$ cat config.mk
export PLATFORM = sky130hd
export DESIGN_NAME = rgb_to_hsv_converter
export DESIGN_NICKNAME = d
export VERILOG_FILES = /design/src/rtl/rtv_pkg.sv /design/src/rtl/rtv_front.sv /design/src/rtl/rtv_div_cell.sv /design/src/rtl/rtv_back.sv /design/src/rtl/rgb_to_hsv_converter.sv
export SDC_FILE = /design/constraint.sdc
export NUM_CORES = 1
export LEC_CHECK = 0
export BUFFER_PORTS_ARGS = -buffer_cell sky130_fd_sc_hd__buf_4
export CAP_MARGIN = 30
export CORE_MARGIN = 2
export CORE_UTILIZATION = 35
export DETAILED_ROUTE_END_ITERATION = 6
export SLEW_MARGIN = 15
export SYNTH_ARGS = -nofsm -noshare
export SYNTH_HDL_FRONTEND = slang
export SYNTH_HIERARCHICAL = 1
export SYNTH_SLANG_ARGS = --single-unit
$ cat constraint.sdc
create_clock -name i_clk -period 8.05 [get_ports i_clk]
set_input_delay 1.61 -clock i_clk [delete_from_list [all_inputs] [get_ports i_clk]]
set_output_delay 1.61 -clock i_clk [all_outputs]
set_load 0.01 [all_outputs]
$ cat src/rtl/rtv_pkg.sv
package rtv_pkg;

    // Quotient bits produced by the divider row, one per cell
    localparam int unsigned QUO_W = 13;
    localparam int unsigned N_CELLS = QUO_W;

    // Width of a running remainder: below twice an 8-bit divisor
    localparam int unsigned REM_W = 9;

    localparam logic [1:0] SECT_RED   = 2'd0;
    localparam logic [1:0] SECT_GREEN = 2'd1;
    localparam logic [1:0] SECT_BLUE  = 2'd2;

    localparam logic [13:0] HUE_FULL = 14'd6144;

    typedef struct packed {
        logic [REM_W-1:0] rem_s;    // saturation: delta * 2^k mod max
        logic [QUO_W-1:0] quo_s;
        logic [7:0]       dsr_s;    // max, also the brightness
        logic [REM_W-1:0] rem_h;    // hue: |diff| * 2^k mod delta
        logic [QUO_W-1:0] quo_h;
        logic [7:0]       dsr_h;    // delta
        logic [1:0]       sector;
        logic             neg;      // diff below zero
        logic             flat;     // delta zero: grey or black
    } t_pix;

    function automatic logic [12:0] hue_base(input logic [1:0] sector);
        logic [12:0] base;
        case (sector)
            SECT_GREEN: base = 13'd2048;
            SECT_BLUE:  base = 13'd4096;
            default:    base = 13'd0;
        endcase
        return base;
    endfunction

endpackage

$ cat src/rtl/rtv_front.sv
module rtv_front (
    input  logic          i_clk,
    input  logic          i_rst_n,
    input  logic          i_valid,
    output logic          o_ready,
    input  logic [7:0]    i_red,
    input  logic [7:0]    i_green,
    input  logic [7:0]    i_blue,
    output logic          o_valid,
    input  logic          i_ready,
    output rtv_pkg::t_pix o_pix
);

    logic          r_valid;
    rtv_pkg::t_pix r_pix;
    rtv_pkg::t_pix n_pix;

    logic [7:0]        mx;
    logic [7:0]        mn;
    logic [7:0]        delta;
    logic signed [8:0] diff;

    always_comb begin
        mx = i_red;
        mn = i_red;
        if (i_green > mx) mx = i_green;
        if (i_blue > mx) mx = i_blue;
        if (i_green < mn) mn = i_green;
        if (i_blue < mn) mn = i_blue;
        delta = mx - mn;

        n_pix = '0;
        // ties go to blue first, then green
        if (i_blue == mx) begin
            n_pix.sector = rtv_pkg::SECT_BLUE;
            diff = $signed({1'b0, i_red}) - $signed({1'b0, i_green});
        end else if (i_green == mx) begin
            n_pix.sector = rtv_pkg::SECT_GREEN;
            diff = $signed({1'b0, i_blue}) - $signed({1'b0, i_red});
        end else begin
            n_pix.sector = rtv_pkg::SECT_RED;
            diff = $signed({1'b0, i_green}) - $signed({1'b0, i_blue});
        end

        n_pix.neg   = diff[8];
        n_pix.rem_s = {1'b0, delta};
        n_pix.dsr_s = mx;
        n_pix.rem_h = diff[8] ? 9'(~diff + 9'sd1) : {1'b0, diff[7:0]};
        n_pix.dsr_h = delta;
        n_pix.flat  = (delta == 8'd0);
    end

    assign o_ready = !r_valid || i_ready;

    always_ff @(posedge i_clk) begin
        if (!i_rst_n) begin
            r_valid <= 1'b0;
        end else if (o_ready) begin
            r_valid <= i_valid;
        end
    end

    always_ff @(posedge i_clk) begin
        if (i_valid && o_ready) begin
            r_pix <= n_pix;
        end
    end

    assign o_valid = r_valid;
    assign o_pix   = r_pix;

endmodule

$ cat src/rtl/rtv_div_cell.sv
module rtv_div_cell (
    input  logic          i_clk,
    input  logic          i_rst_n,
    input  logic          i_valid,
    output logic          o_ready,
    input  rtv_pkg::t_pix i_pix,
    output logic          o_valid,
    input  logic          i_ready,
    output rtv_pkg::t_pix o_pix
);

    logic          r_valid;
    rtv_pkg::t_pix r_pix;
    rtv_pkg::t_pix n_pix;

    logic                      ge_s;
    logic                      ge_h;
    logic [rtv_pkg::REM_W-1:0] sub_s;
    logic [rtv_pkg::REM_W-1:0] sub_h;

    // One restoring step on both dividers: take a quotient bit, then double
    always_comb begin
        n_pix = i_pix;
        ge_s  = i_pix.rem_s >= {1'b0, i_pix.dsr_s};
        ge_h  = i_pix.rem_h >= {1'b0, i_pix.dsr_h};
        sub_s = ge_s ? i_pix.rem_s - {1'b0, i_pix.dsr_s} : i_pix.rem_s;
        sub_h = ge_h ? i_pix.rem_h - {1'b0, i_pix.dsr_h} : i_pix.rem_h;
        n_pix.rem_s = {sub_s[rtv_pkg::REM_W-2:0], 1'b0};
        n_pix.rem_h = {sub_h[rtv_pkg::REM_W-2:0], 1'b0};
        n_pix.quo_s = {i_pix.quo_s[rtv_pkg::QUO_W-2:0], ge_s};
        n_pix.quo_h = {i_pix.quo_h[rtv_pkg::QUO_W-2:0], ge_h};
    end

    assign o_ready = !r_valid || i_ready;

    always_ff @(posedge i_clk) begin
        if (!i_rst_n) begin
            r_valid <= 1'b0;
        end else if (o_ready) begin
            r_valid <= i_valid;
        end
    end

    always_ff @(posedge i_clk) begin
        if (i_valid && o_ready) begin
            r_pix <= n_pix;
        end
    end

    assign o_valid = r_valid;
    assign o_pix   = r_pix;

endmodule

$ cat src/rtl/rtv_back.sv
module rtv_back (
    input  logic          i_clk,
    input  logic          i_rst_n,
    input  logic          i_valid,
    output logic          o_ready,
    input  rtv_pkg::t_pix i_pix,
    output logic          o_valid,
    input  logic          i_ready,
    output logic [12:0]   o_hue,
    output logic [12:0]   o_saturation,
    output logic [7:0]    o_brightness
);

    logic        r_valid;
    logic [12:0] r_hue;
    logic [12:0] r_sat;
    logic [7:0]  r_val;
    logic [12:0] n_hue;
    logic [12:0] n_sat;

    logic [10:0] frac;
    logic        inexact;
    logic [13:0] hsum;

    always_comb begin
        // hue quotient carries two extra bits of fraction; drop them
        frac    = i_pix.quo_h[rtv_pkg::QUO_W-1:2];
        inexact = (i_pix.quo_h[1:0] != 2'd0) || (i_pix.rem_h != '0);
        if (i_pix.neg) begin
            hsum = {1'b0, rtv_pkg::hue_base(i_pix.sector)} - {3'b0, frac}
                 - {13'b0, inexact};
        end else begin
            hsum = {1'b0, rtv_pkg::hue_base(i_pix.sector)} + {3'b0, frac};
        end
        // wrap a negative hue onto the circle
        if (hsum[13]) begin
            hsum = hsum + rtv_pkg::HUE_FULL;
        end
        n_hue = i_pix.flat ? 13'd0 : hsum[12:0];
        n_sat = i_pix.flat ? 13'd0 : i_pix.quo_s;
    end

    assign o_ready = !r_valid || i_ready;

    always_ff @(posedge i_clk) begin
        if (!i_rst_n) begin
            r_valid <= 1'b0;
        end else if (o_ready) begin
            r_valid <= i_valid;
        end
    end

    always_ff @(posedge i_clk) begin
        if (i_valid && o_ready) begin
            r_hue <= n_hue;
            r_sat <= n_sat;
            r_val <= i_pix.dsr_s;
        end
    end

    assign o_valid      = r_valid;
    assign o_hue        = r_hue;
    assign o_saturation = r_sat;
    assign o_brightness = r_val;

    a_sat_range: assert property (@(posedge i_clk) disable iff (!i_rst_n)
        r_valid |-> r_sat <= 13'd4096)
        else $error("saturation above one");

    a_hue_range: assert property (@(posedge i_clk) disable iff (!i_rst_n)
        r_valid |-> r_hue < 13'd6144)
        else $error("hue outside the circle");

    a_hue_grey: assert property (@(posedge i_clk) disable iff (!i_rst_n)
        (r_valid && r_sat == 13'd0) |-> r_hue == 13'd0)
        else $error("grey pixel with nonzero hue");

    a_full_sat: assert property (@(posedge i_clk) disable iff (!i_rst_n)
        (i_valid && o_ready && !i_pix.flat && i_pix.rem_s == '0
         && i_pix.quo_s == 13'd4096) |=> r_valid && r_sat == 13'd4096)
        else $error("full saturation lost at output");

endmodule

$ cat src/rtl/rgb_to_hsv_converter.sv
// RGB to HSV pixel converter.
// Input channel: i_valid / o_ready with i_red, i_green, i_blue (8 bits each).
// Output channel: o_valid / i_ready with o_hue (sixths of a circle, 10 fraction
// bits, 0..6143), o_saturation (4096 is one) and o_brightness (largest channel).
// A pixel transfers when valid and ready are both high on a rising edge.
// From input transfer to o_valid a pixel passes through 15 registered stages:
// the max/min/sector stage, the row of divider cells (one quotient bit per
// cell, saturation and hue dividers side by side), and the hue correction and
// output register. Throughput is one pixel per cycle while the row is not
// full; pixels are independent.
// When the receiver holds i_ready low, results stay put and the row fills up;
// each stage takes a new pixel as long as it or a stage below is free, so
// empty slots are squeezed out and o_ready drops only when all 15 stages hold
// a pixel. Synchronous active-low reset empties every stage; no pixel in
// flight survives it.
module rgb_to_hsv_converter (
    input  logic        i_clk,
    input  logic        i_rst_n,
    input  logic        i_valid,
    output logic        o_ready,
    input  logic [7:0]  i_red,
    input  logic [7:0]  i_green,
    input  logic [7:0]  i_blue,
    output logic        o_valid,
    input  logic        i_ready,
    output logic [12:0] o_hue,
    output logic [12:0] o_saturation,
    output logic [7:0]  o_brightness
);

    logic          stg_valid [rtv_pkg::N_CELLS+1];
    logic          stg_ready [rtv_pkg::N_CELLS+1];
    rtv_pkg::t_pix stg_pix   [rtv_pkg::N_CELLS+1];

    rtv_front u_front (
        .i_clk   (i_clk),
        .i_rst_n (i_rst_n),
        .i_valid (i_valid),
        .o_ready (o_ready),
        .i_red   (i_red),
        .i_green (i_green),
        .i_blue  (i_blue),
        .o_valid (stg_valid[0]),
        .i_ready (stg_ready[0]),
        .o_pix   (stg_pix[0])
    );

    for (genvar k = 0; k < rtv_pkg::N_CELLS; k++) begin : g_cell
        rtv_div_cell u_cell (
            .i_clk   (i_clk),
            .i_rst_n (i_rst_n),
            .i_valid (stg_valid[k]),
            .o_ready (stg_ready[k]),
            .i_pix   (stg_pix[k]),
            .o_valid (stg_valid[k+1]),
            .i_ready (stg_ready[k+1]),
            .o_pix   (stg_pix[k+1])
        );
    end

    rtv_back u_back (
        .i_clk        (i_clk),
        .i_rst_n      (i_rst_n),
        .i_valid      (stg_valid[rtv_pkg::N_CELLS]),
        .o_ready      (stg_ready[rtv_pkg::N_CELLS]),
        .i_pix        (stg_pix[rtv_pkg::N_CELLS]),
        .o_valid      (o_valid),
        .i_ready      (i_ready),
        .o_hue        (o_hue),
        .o_saturation (o_saturation),
        .o_brightness (o_brightness)
    );

endmodule

-- Word-level counts from Yosys, hierarchy flattened
Cells that the tools add are included.
- register bits after elaboration: 712
- input port bits: 28
- output and inout port bits: 36
- logic and storage cells: 319
- add/sub/neg operators: 34
- order comparisons: 30
- eq/ne operators: 4
- multiplexer cells: 38
- bitwise gates (word level): 1
- reductions and logical operators: 49
- operator list (operator ; number):
    8-bit two-way mux ; 30
    9-bit by 8-bit >= comparator with 1-bit output ; 25
    8-bit subtractor ; 26
    13-bit two-way mux ; 3
    8-bit by 8-bit subtractor with 9-bit output ; 3
    13-bit one-hot mux with 2 select lines ; 1
    9-bit two-way mux ; 2
    8-bit equality test ; 2
    8-bit > comparator ; 2
    1-bit logical OR ; 16
    8-bit less-than comparator ; 2
    1-bit logical AND ; 15
    1-bit zero test ; 15
    13-bit by 11-bit adder with 14-bit output ; 1
    14-bit two-way mux ; 1
    13-bit by 11-bit subtractor with 14-bit output ; 1
    14-bit by 1-bit subtractor with 14-bit output ; 1
    13-bit adder (second input constant) ; 1
    9-bit by 2-bit adder with 9-bit output (second input constant) ; 1
    9-bit inverter ; 1
    9-bit nonzero test ; 1
    8-bit >= comparator ; 1
    8-bit zero test ; 1
    2-bit by 1-bit equality test with 1-bit output (second input constant) ; 1
    other kinds (3) ; 3

-- Depth between registers and ports, before layout
Gate-level depths: netlist (run 1).
- depth after elaboration: 17
- gate-level depth with buffers: 26

-- Hierarchy
The synthesis (run 1) kept the hierarchy.
- modules (own cells, without submodules) (module ; instances ; cells each ; area an instance (µm²) ; seq. area each (µm²)):
    rtv_div_cell (g_cell[11].u_cell ...) ; 8 ; 201 ; 2942.8 ; 1881.8
    rtv_div_cell (g_cell[0].u_cell ...) ; 4 ; 196 ; 2922.8 ; 1881.8
    rtv_front ; 1 ; 483 ; 4230.3 ; 890.9
    rtv_div_cell (g_cell[4].u_cell) ; 1 ; 205 ; 2904.0 ; 1881.8
    rtv_back ; 1 ; 178 ; 2057.0 ; 1041.0

-- Worst setup path before layout (run 1)
No wires, ideal clock.
- path kind: input to register
- start: in i_green[6]
- end: reg u_front.r_pix (netlist bit u_front/o_pix[0]) (data pin)
- data arrival time: 7006 ps
- path slack: 874 ps
- cell stages on the path: 24
- buffers on the path: 1
- cells stage by stage: inv_1 > ha_1 > a21o_1 > a221oi_2 > nand2_1 > a21oi_1 > ha_1 > and3_1 > buf_2 > a221o_1 > a21o_1 > nor3_4 > o31ai_4 > nand2_2 > mux2i_2 > ha_1 > inv_1 > ha_1 > o21bai_1 > maj3_1 > a21oi_1 > xnor2_1 > or4_1 > nor4_2
- RTL lines (what ; line ; text):
    start: declaration ; rgb_to_hsv_converter.sv:22 ; input logic [7:0] i_green,
    end signal: assignment ; rtv_front.sv:65 ; r_pix <= n_pix;
    end: declaration ; rtv_front.sv:15 ; rtv_pkg::t_pix r_pix;

==> results.json, run 1 <==
{
  "global_route_met3_utilization": 0.01984,
  "clk_root_buffer_cell": "sky130_fd_sc_hd__clkbuf_16",
  "wl_per_cell_um": 15.07,
  "design.die.area_um2": 113400,
  "postCtsSetupRepairBufs": 0,
  "drt-initial-drc-count": 966,
  "use_met2": 0.2316,
  "clkSinkCount": 712,
  "design.final.nets": 3490,
  "start_util": 0.3518,
  "cpPeakStageDelay_ns": 0.60,
  "setup_viol": 0,
  "clkSlewWorstSetupHoldPaths_ns": 0.06,
  "fp.coreArea_um2": 110200,
  "fill_cells": 10400,
  "maxCapViolations": 0,
  "crit_path_start_kind": "input pin",
  "viasPerCell": 4.804,
  "drcViolationCount": 0,
  "drv_slew": 0,
  "regToRegSetupSlack_ns": 4.25,
  "netSwitchingPower_mw": 2.424,
  "seq_area_um2": 21230,
  "num_vias": 22640,
  "grt_remaining_overflow": 0,
  "power.density_cell_area_nw_per_um2": 216.9,
  "slew_at_the_pin_closest_to_its_max_slew_limit_ns": 0.9179,
  "ant_nets": 0,
  "totalNegativeSetupSlack_ns": 0,
  "proportion_of_layout_cells_with_a_drive_suffix_above_1": 0.1569,
  "layout_min_cycle_time_ns": 7.030,
  "power.share.combinational": 0.175,
  "hold_class": "register to register",
  "cp_max_fo": 8,
  "cp_data_required_time_ns": 8.48,
  "cts_tree": "yes",
  "hold_path.startpoint": "g_cell[8].u_cell/o_pix[14]",
  "critical_path.reg2reg.startpoint": "u_back/o_valid",
  "rows": 122,
  "number_of_antenna_violations_at_the_first_check_in_global_routing": 0,
  "p_int_mw": 7.053,
  "gr-usage-met1": 0.1467,
  "crit_end_element": "register",
  "syn-mean-instance-area_um2": 12.84,
  "power.switching_fraction": 0.2558,
  "slowest_stage": "sky130_fd_sc_hd__nor2_1",
  "hold_violations": 0,
  "timing.slew.headroom": 0.3881,
  "clock_insertion_delay_worst_skew_ns": 0.63,
  "tritoncts_buffers": 79,
  "cts-htree-levels": 3,
  "timing.critical_path.buf_inv": 5,
  "finalWirelength_mm": 71.03,
  "ir_worst_vdd_uv": 157.0,
  "final.hold.worst_slack_ns": 0.4007,
  "global_routing_s_busiest_layer": "met2",
  "io_buffers": 63,
  "p_leak_nw": 16.64,
  "cts_buffer_depth": 3,
  "grt_start_max_net_pins": 61,
  "critical_path.top_delay_family": "simple AND/OR/NAND/NOR gates",
  "clkPwrFrac": 0.369,
  "worstPathArrival_ns": 7.46,
  "insertedDiodeCount": 0,
  "grt_util_all_layers": 0.1253,
  "cts_resized": 0,
  "report.power.total_mw": 9.477,
  "pwr-share-seq": 0.456,
  "grt_pass1_wl_mm": 115.6,
  "gp_congestion": 0.9133,
  "area_growth_pct": 12.72,
  "rsz0062_at_grt": "no",
  "outcome": "complete, no violations",
  "clock-skew-final_ns": 0.03825,
  "synthCells": 3019,
  "synthesis.yosys.warnings": 6,
  "final_min_period_over_clock_period": 0.8733,
  "max_clock_freq_ghz": 0.1422,
  "floorplan.io_pins": 64,
  "grt_pass1_vias": 22760,
  "place_hpwl_mm": 53.58,
  "post_synth_instance_area_um2": 38770,
  "post_cts_hold_fix_bufs": 0,
  "cp-startpoint": "i_green[2]",
  "first_pass_iters": 5,
  "die-width_um": 336.8,
  "multi_input_area_um2": 15730,
  "cp_dominant_cell_by_count": "sky130_fd_sc_hd__ha_1",
  "die_height_um": 336.8,
  "critical_path_class": "input pin to register"
}
## worst paths after layout
kind              depth (start not counted)                    endpoint
setup / recovery                         26            u_front/o_pix[0]
hold / removal                            0  g_cell[9].u_cell/o_pix[15]
setup reg to reg                         15  g_cell[0].u_cell/o_pix[35]
hold reg to reg                           0  g_cell[9].u_cell/o_pix[15]
## through the flow
stage | worst slack [ns] | instances | area [µm²] | utilization
2_1_floorplan | 0.8743 | 3031 | 38810 | -
3_3_place_gp | 0.5868 | 4567 | 41050 | 0.3724
3_5_place_dp | 0.5208 | 4570 | 41100 | 0.3729
4_1_cts | 1.136 | 4710 | 43640 | 0.3960
5_1_grt | 0.8196 | 4713 | 43700 | 0.3965
6_report | 1.020 | 4713 | 43700 | 0.3965
## placed cells by master, fill, tap and decap left out, types with 51 or more instances in the layout
master,n
sky130_fd_sc_hd__o21ai_0,79
sky130_fd_sc_hd__inv_1,379
sky130_fd_sc_hd__mux2i_1,59
sky130_fd_sc_hd__ha_1,268
sky130_fd_sc_hd__nor2b_1,59
sky130_fd_sc_hd__xnor2_1,104
sky130_fd_sc_hd__clkbuf_16,81
sky130_fd_sc_hd__buf_4,103
sky130_fd_sc_hd__nand2_1,65
sky130_fd_sc_hd__mux2_4,84
sky130_fd_sc_hd__a21o_1,51
sky130_fd_sc_hd__a21oi_1,140
sky130_fd_sc_hd__nor2_1,149
sky130_fd_sc_hd__edfxtp_1,697
sky130_fd_sc_hd__nand3_1,76
## sequential cells by signal, summed over array words and instances, names as in the netlist
register / count
g_cell.u_cell/o_pix: 634
u_front/o_pix: 29
g_cell.u_cell/o_valid: 13
u_back/o_hue: 13
u_back/o_saturation: 13
u_back/o_brightness: 8
u_back/o_valid: 1
u_front/o_valid: 1
## per-layer routing
layer  up-vias  routed length, µm
met4         0               1936
met3       136               2179
li1      11420                  -
met1     10760              30510
met2       323              36410
met5         -                  0
## layout make-up
| class | instances | area share |
|---|---|---|
| clock inverters | 43 | 0.01005 |
| repair buffers | 109 | 0.02033 |
| flip-flops and latches | 712 | 0.4858 |
| multi-input cells | 1877 | 0.3599 |
| well taps | 1488 | 0.04261 |
| inverters | 387 | 0.03324 |
| clock buffers | 97 | 0.04799 |
## power groups by stage
stage / Clock (mW) / Combinational (mW) / Sequential (mW)
2_1_floorplan: 0 / 1.34 / 4.34
3_3_place_gp: 0 / 1.62 / 4.40
3_5_place_dp: 0 / 1.65 / 4.40
4_1_cts: 3.62 / 1.66 / 4.32
5_1_grt: 3.76 / 1.84 / 4.33
6_report: 3.50 / 1.66 / 4.32
Power figures use the tool's default switching activity.
==> run 2: changes to the inputs <==
- ABC_AREA: not set -> 1
==> run 2 against run 1 <==
Combinational power is 5% higher; synthesized area is 6.4% higher; synthesized cell count is 43% higher; non-clock buffer count is 30 lower; core utilization is 0.14 points lower; sequential power hardly changed; maximum frequency is 10% higher; cell count is 27% higher; first-iteration DRC count is 32% higher; count of clock-buffer cells in the layout is 5 lower; clock skew is 0.0052 ns lower; highest routed layer unchanged.
==> results.json, run 2 <==
{
  "setup_viol": 0,
  "outcome": "complete, no violations",
  "final_min_period_over_clock_period": 0.7905,
  "clk_root_buffer_cell": "sky130_fd_sc_hd__clkbuf_16",
  "netSwitchingPower_mw": 2.728,
  "die_height_um": 347.3,
  "num_vias": 27430,
  "floorplan.io_pins": 64,
  "layout_commonest_cell": "sky130_fd_sc_hd__nand2_1",
  "synthesis.yosys.warnings": 6,
  "clkSlewWorstSetupHoldPaths_ns": 0.06,
  "grt_start_max_net_pins": 59,
  "place_hpwl_mm": 61.36,
  "io_buffers": 63,
  "clkPwrFrac": 0.379,
  "ir_worst_vdd_uv": 188.6,
  "crit_path_start_kind": "input pin",
  "gp_congestion": 0.8839,
  "post-place-ws_ns": 1.129,
  "cts_tree": "yes",
  "fp.coreArea_um2": 116500,
  "insertedDiodeCount": 0,
  "max_clock_freq_ghz": 0.1571,
  "maxCapViolations": 0,
  "power.switching_fraction": 0.2779,
  "pwr-share-seq": 0.443,
  "area_growth_pct": 11.61,
  "largest_reg_flops": 634,
  "cts_resized": 0,
  "synthCells": 4314,
  "first_pass_iters": 6,
  "design.final.nets": 4734,
  "power.density_cell_area_nw_per_um2": 213.2,
  "final_cell_mix": "1,186 x sky130_fd_sc_hd__nand2_1, 729 x sky130_fd_sc_hd__inv_1, 697 x sky130_fd_sc_hd__edfxtp_1, 417 x sky130_fd_sc_hd__nand3_1, 268 x sky130_fd_sc_hd__ha_1",
  "cp_data_required_time_ns": 8.44,
  "drt-initial-drc-count": 1278,
  "start_util": 0.3540,
  "grt_remaining_overflow": 0,
  "hold_violations": 0,
  "crit_end_element": "register",
  "layout_min_cycle_time_ns": 6.364,
  "hold_class": "register to register",
  "clock_insertion_delay_worst_skew_ns": 0.65,
  "number_of_antenna_violations_at_the_first_check_in_global_routing": 0,
  "p_int_mw": 7.086,
  "drcViolationCount": 0,
  "critical_path_class": "input pin to register",
  "rows": 125,
  "die-width_um": 347.3,
  "cp_max_fo": 17,
  "design.die.area_um2": 120600,
  "clock-skew-final_ns": 0.03309,
  "cts_buffer_depth": 3,
  "power.share.combinational": 0.178,
  "layout_setup_ws_ns": 1.687,
  "p_leak_nw": 20.71,
  "post_cts_hold_fix_bufs": 0,
  "grt_util_all_layers": 0.1340,
  "finalCoreUtilization": 0.3951,
  "rsz0062_at_grt": "no",
  "finalWirelength_mm": 79.96,
  "ant_nets": 0,
  "wl_per_cell_um": 13.34,
  "grt_pass1_wl_mm": 133.5,
  "clkSinkCount": 712,
  "drv_slew": 0,
  "post_synth_instance_area_um2": 41250,
  "worstPathArrival_ns": 6.75,
  "proportion_of_layout_cells_with_a_drive_suffix_above_1": 0.1203,
  "grt_pass1_vias": 27030,
  "cts-htree-levels": 3,
  "postCtsSetupRepairBufs": 0,
  "slew_at_the_pin_closest_to_its_max_slew_limit_ns": 0.8007,
  "viasPerCell": 4.574,
  "timing.slew.headroom": 0.4662,
  "totalNegativeSetupSlack_ns": 0,
  "syn-mean-instance-area_um2": 9.562,
  "tritoncts_buffers": 82
}
==> run 2: cell types whose count changed in the layout (fill, tap and decap cells not counted), sizes merged, moves of 46 or more <==
cell,change
nand3,+341
a21o,-50
mux2,-121
nand2b,-50
xnor2,-71
nor2b,-59
nand2,+1294
inv,+368
o21ai,-55
mux2i,-61
o21a,-46
==> run 2: path summary, 6_finish.rpt <==
| check | to | cells past startpoint | startpoint | slack [ns] |
|---|---|---|---|---|
| worst max-delay path | u_front/o_pix[31] | 28 | i_green[4] | 1.69 |
| worst min-delay path | g_cell[12].u_cell/o_pix[48] | 0 | g_cell[11].u_cell/o_pix[47] | 0.41 |
| worst max register to register | u_front/o_pix[37] | 30 | u_back/o_valid | 4.43 |
| worst min register to register | g_cell[12].u_cell/o_pix[48] | 0 | g_cell[11].u_cell/o_pix[47] | 0.41 |
==> run 2: metrics by stage <==
step / instance area [µm²] / cells / power, mW / hold slack, ns
after global placement: 43290 / 5849 / 6.143 / 0.4001
final: 46040 / 5996 / 9.814 / 0.4125
after detailed placement: 43320 / 5850 / 6.168 / 0.4045
after global routing: 46040 / 5996 / 10.35 / 0.4149
after floorplan: 41300 / 4326 / 5.838 / 0.4003
after CTS: 46040 / 5996 / 9.940 / 0.4125
==> run 2: per-layer routing <==
layer	GRT usage	routed length, µm	up-vias
li1	-	-	14300
met1	0.1645	35560	12590
met2	0.2400	39620	397
met3	0.02079	2530	141
met4	0.04277	2247	0
met5	0	0	-
==> run 2: area by class of cell <==
class | instances | area [µm²]
clock buffers | 92 | 2090
repair buffers | 79 | 613.1
clock inverters | 54 | 634.4
inverters | 764 | 2890
flip-flops and latches | 712 | 21230
well taps | 1524 | 1907
multi-input cells | 2771 | 16680
fillers | 11320 | 70480
==> run 2: worst max-delay path: stages <==
cell                      delay (ns)
sky130_fd_sc_hd__buf_4          0.13
sky130_fd_sc_hd__inv_1          0.10
sky130_fd_sc_hd__ha_1           0.39
sky130_fd_sc_hd__a21oi_1        0.25
sky130_fd_sc_hd__nand2_1        0.10
sky130_fd_sc_hd__nand2_2        0.11
sky130_fd_sc_hd__nand3_2        0.28
sky130_fd_sc_hd__o21ai_1        0.36
sky130_fd_sc_hd__inv_1          0.10
sky130_fd_sc_hd__ha_1           0.32
sky130_fd_sc_hd__nand2_1        0.05
sky130_fd_sc_hd__nor2_1         0.20
sky130_fd_sc_hd__nand4_1        0.54
sky130_fd_sc_hd__nand2_2        0.49
sky130_fd_sc_hd__nand2_2        0.08
sky130_fd_sc_hd__nand2_2        0.11
sky130_fd_sc_hd__nand2_1        0.06
sky130_fd_sc_hd__nand3_1        0.43
sky130_fd_sc_hd__inv_2          0.18
sky130_fd_sc_hd__nand2_1        0.11
sky130_fd_sc_hd__nand2_1        0.10
sky130_fd_sc_hd__ha_1           0.24
sky130_fd_sc_hd__nand2_2        0.09
sky130_fd_sc_hd__nor2_4         0.04
sky130_fd_sc_hd__nand2_1        0.09
sky130_fd_sc_hd__nand2_1        0.06
sky130_fd_sc_hd__nand2_1        0.05
sky130_fd_sc_hd__nand2_1        0.05
==> run 2: power by group through the flow <==
stage / Sequential, mW / Clock [mW] / Combinational (mW)
floorplan: 4.36 / 0 / 1.48
global placement: 4.43 / 0 / 1.72
detailed placement: 4.43 / 0 / 1.74
CTS: 4.35 / 3.84 / 1.75
global route: 4.36 / 3.99 / 2.00
finish: 4.35 / 3.72 / 1.75
==> run 3: changes to the inputs <==
- clock period: 8.05 -> 6 ns (I/O delays scaled with it)
==> run 3 against run 2 <==
The flow now finishes with violations (design-rule violations); sequential share of layout area decreased by 0.11 points; largest cell class unchanged; total power increased by 33%; count of clock-buffer cells in the layout increased by 5; worst hold slack got worse by 0.0063 ns; combinational power increased by 37%; critical path depth increased by 4; global-route usage about the same; core utilization increased by 0.093 points.
==> results.json, run 3 (same netlist as run 2, synthesis figures left out) <==
{
  "num_vias": 27520,
  "cp_max_fo": 2,
  "finalWirelength_mm": 79.68,
  "cpPeakStageDelay_ns": 0.14,
  "start_util": 0.3540,
  "drv_slew": 0,
  "instances_no_fill": 6020,
  "postCtsSetupRepairBufs": 0,
  "fp.coreArea_um2": 116500,
  "clkSinkCount": 712,
  "cts-htree-levels": 3,
  "crit_path_start_kind": "input pin",
  "die-width_um": 347.3,
  "critical_path_class": "input pin to output pin",
  "ant_nets": 0,
  "floorplan.io_pins": 64,
  "io_buffers": 63,
  "drt-initial-drc-count": 1572,
  "p_leak_nw": 20.78,
  "seq_area_um2": 21230,
  "clock-skew-final_ns": 0.02233,
  "final_min_period_over_clock_period": 0.9021,
  "area_growth_pct": 11.87,
  "grt_util_all_layers": 0.1338,
  "cp_data_required_time_ns": 4.80,
  "crit_end_element": "output pin",
  "viasPerCell": 4.571,
  "slowest_stage": "sky130_fd_sc_hd__buf_4",
  "grt_pass1_vias": 27140,
  "totalNegativeSetupSlack_ns": 0,
  "setup_viol": 0,
  "insertedDiodeCount": 0,
  "violations_in_the_final_reports": "design-rule violations",
  "clk_root_buffer_cell": "sky130_fd_sc_hd__clkbuf_16",
  "multi_input_area_um2": 16680,
  "grt_remaining_overflow": 0,
  "cts_tree": "yes",
  "place_hpwl_mm": 61.04,
  "slew_at_the_pin_closest_to_its_max_slew_limit_ns": 0.8332,
  "largest_reg_flops": 634,
  "rsz0062_at_grt": "no",
  "maxCapViolations": 0,
  "outcome": "finished, violations left",
  "final_cell_mix": "1,186 x sky130_fd_sc_hd__nand2_1, 729 x sky130_fd_sc_hd__inv_1, 697 x sky130_fd_sc_hd__edfxtp_1, 417 x sky130_fd_sc_hd__nand3_1, 268 x sky130_fd_sc_hd__ha_1",
  "fill_cells": 11280,
  "gp_congestion": 0.8701,
  "drcViolationCount": 1,
  "hold_violations": 0,
  "design.final.nets": 4758,
  "grt_pass1_wl_mm": 133.8,
  "number_of_antenna_violations_at_the_first_check_in_global_routing": 0,
  "cts_resized": 0,
  "cts_buffer_depth": 3,
  "proportion_of_layout_cells_with_a_drive_suffix_above_1": 0.1241,
  "design.die.area_um2": 120600,
  "first_pass_iters": 7,
  "timing.critical_path.buf_inv": 17,
  "finalCoreUtilization": 0.3961,
  "tritoncts_buffers": 81,
  "post_cts_hold_fix_bufs": 0,
  "clkSlewWorstSetupHoldPaths_ns": 0.05,
  "ir_worst_vdd_uv": 186.3,
  "power.density_cell_area_nw_per_um2": 283.1,
  "die_height_um": 347.3,
  "grt_start_max_net_pins": 61,
  "clock_insertion_delay_worst_skew_ns": 0.64,
  "dp.cells": 5875,
  "layout_commonest_cell": "sky130_fd_sc_hd__nand2_1",
  "layout_min_cycle_time_ns": 5.413,
  "timing.slew.headroom": 0.4445,
  "critical_path.top_delay_family": "buffers and inverters",
  "worstPathArrival_ns": 4.21,
  "max_clock_freq_ghz": 0.1848,
  "hold_class": "register to register",
  "wl_per_cell_um": 13.24,
  "rows": 125
}
run 3: cell type report:
class	count	area share
clock inverter	48	0.01182
tap	1524	0.04132
sequential	712	0.4600
clock buffer	97	0.04522
multi-input combinational	2771	0.3613
inverter	764	0.06263
timing repair buffer	104	0.01762
run 3: layer usage:
layer	GRT usage	up-vias	routed length (µm)
li1	-	14340	-
met1	0.1660	12640	35770
met2	0.2389	412	39220
met3	0.02009	129	2629
met4	0.04073	0	2064
met5	0	-	0
run 3: power breakdown:
group	total (mW)	switching, mW	internal (mW)
Combinational	2.40	1.51	0.888
Clock	4.84	1.99	2.85
Sequential	5.83	0.142	5.69
Total	13.1	3.64	9.43
run 3: worst paths after layout:
path | startpoint | endpoint | slack [ns] | cells after the start
worst min register to register | g_cell[2].u_cell/o_pix[13] | g_cell[3].u_cell/o_pix[14] | 0.41 | 0
worst max register to register | u_back/o_valid | u_front/o_pix[62] | 2.39 | 30
worst max-delay path | i_ready | o_ready | 0.59 | 32
worst min-delay path | g_cell[2].u_cell/o_pix[13] | g_cell[3].u_cell/o_pix[14] | 0.41 | 0
run 3: worst register-to-register path: cells and delay by family, from the launching register on:
family	cells	cell delay (ns)
AOI/OAI and AO/OA	1	0.13
buffers and inverters	15	1.73
DFF	1	0.40
and+or+nand+nor	14	1.08
run 3: stage by stage:
stage	total power [mW]	hold slack (ns)	setup WS (ns)	instance area (µm²)
2_1_floorplan	7.833	0.4003	0.7703	41300
3_3_place_gp	8.302	0.4005	0.2763	43470
3_5_place_dp	8.333	0.4045	0.1882	43520
4_1_cts	13.23	0.4112	0.5612	46150
5_1_grt	13.80	0.4110	0.06994	46150
6_report	13.07	0.4062	0.5874	46150
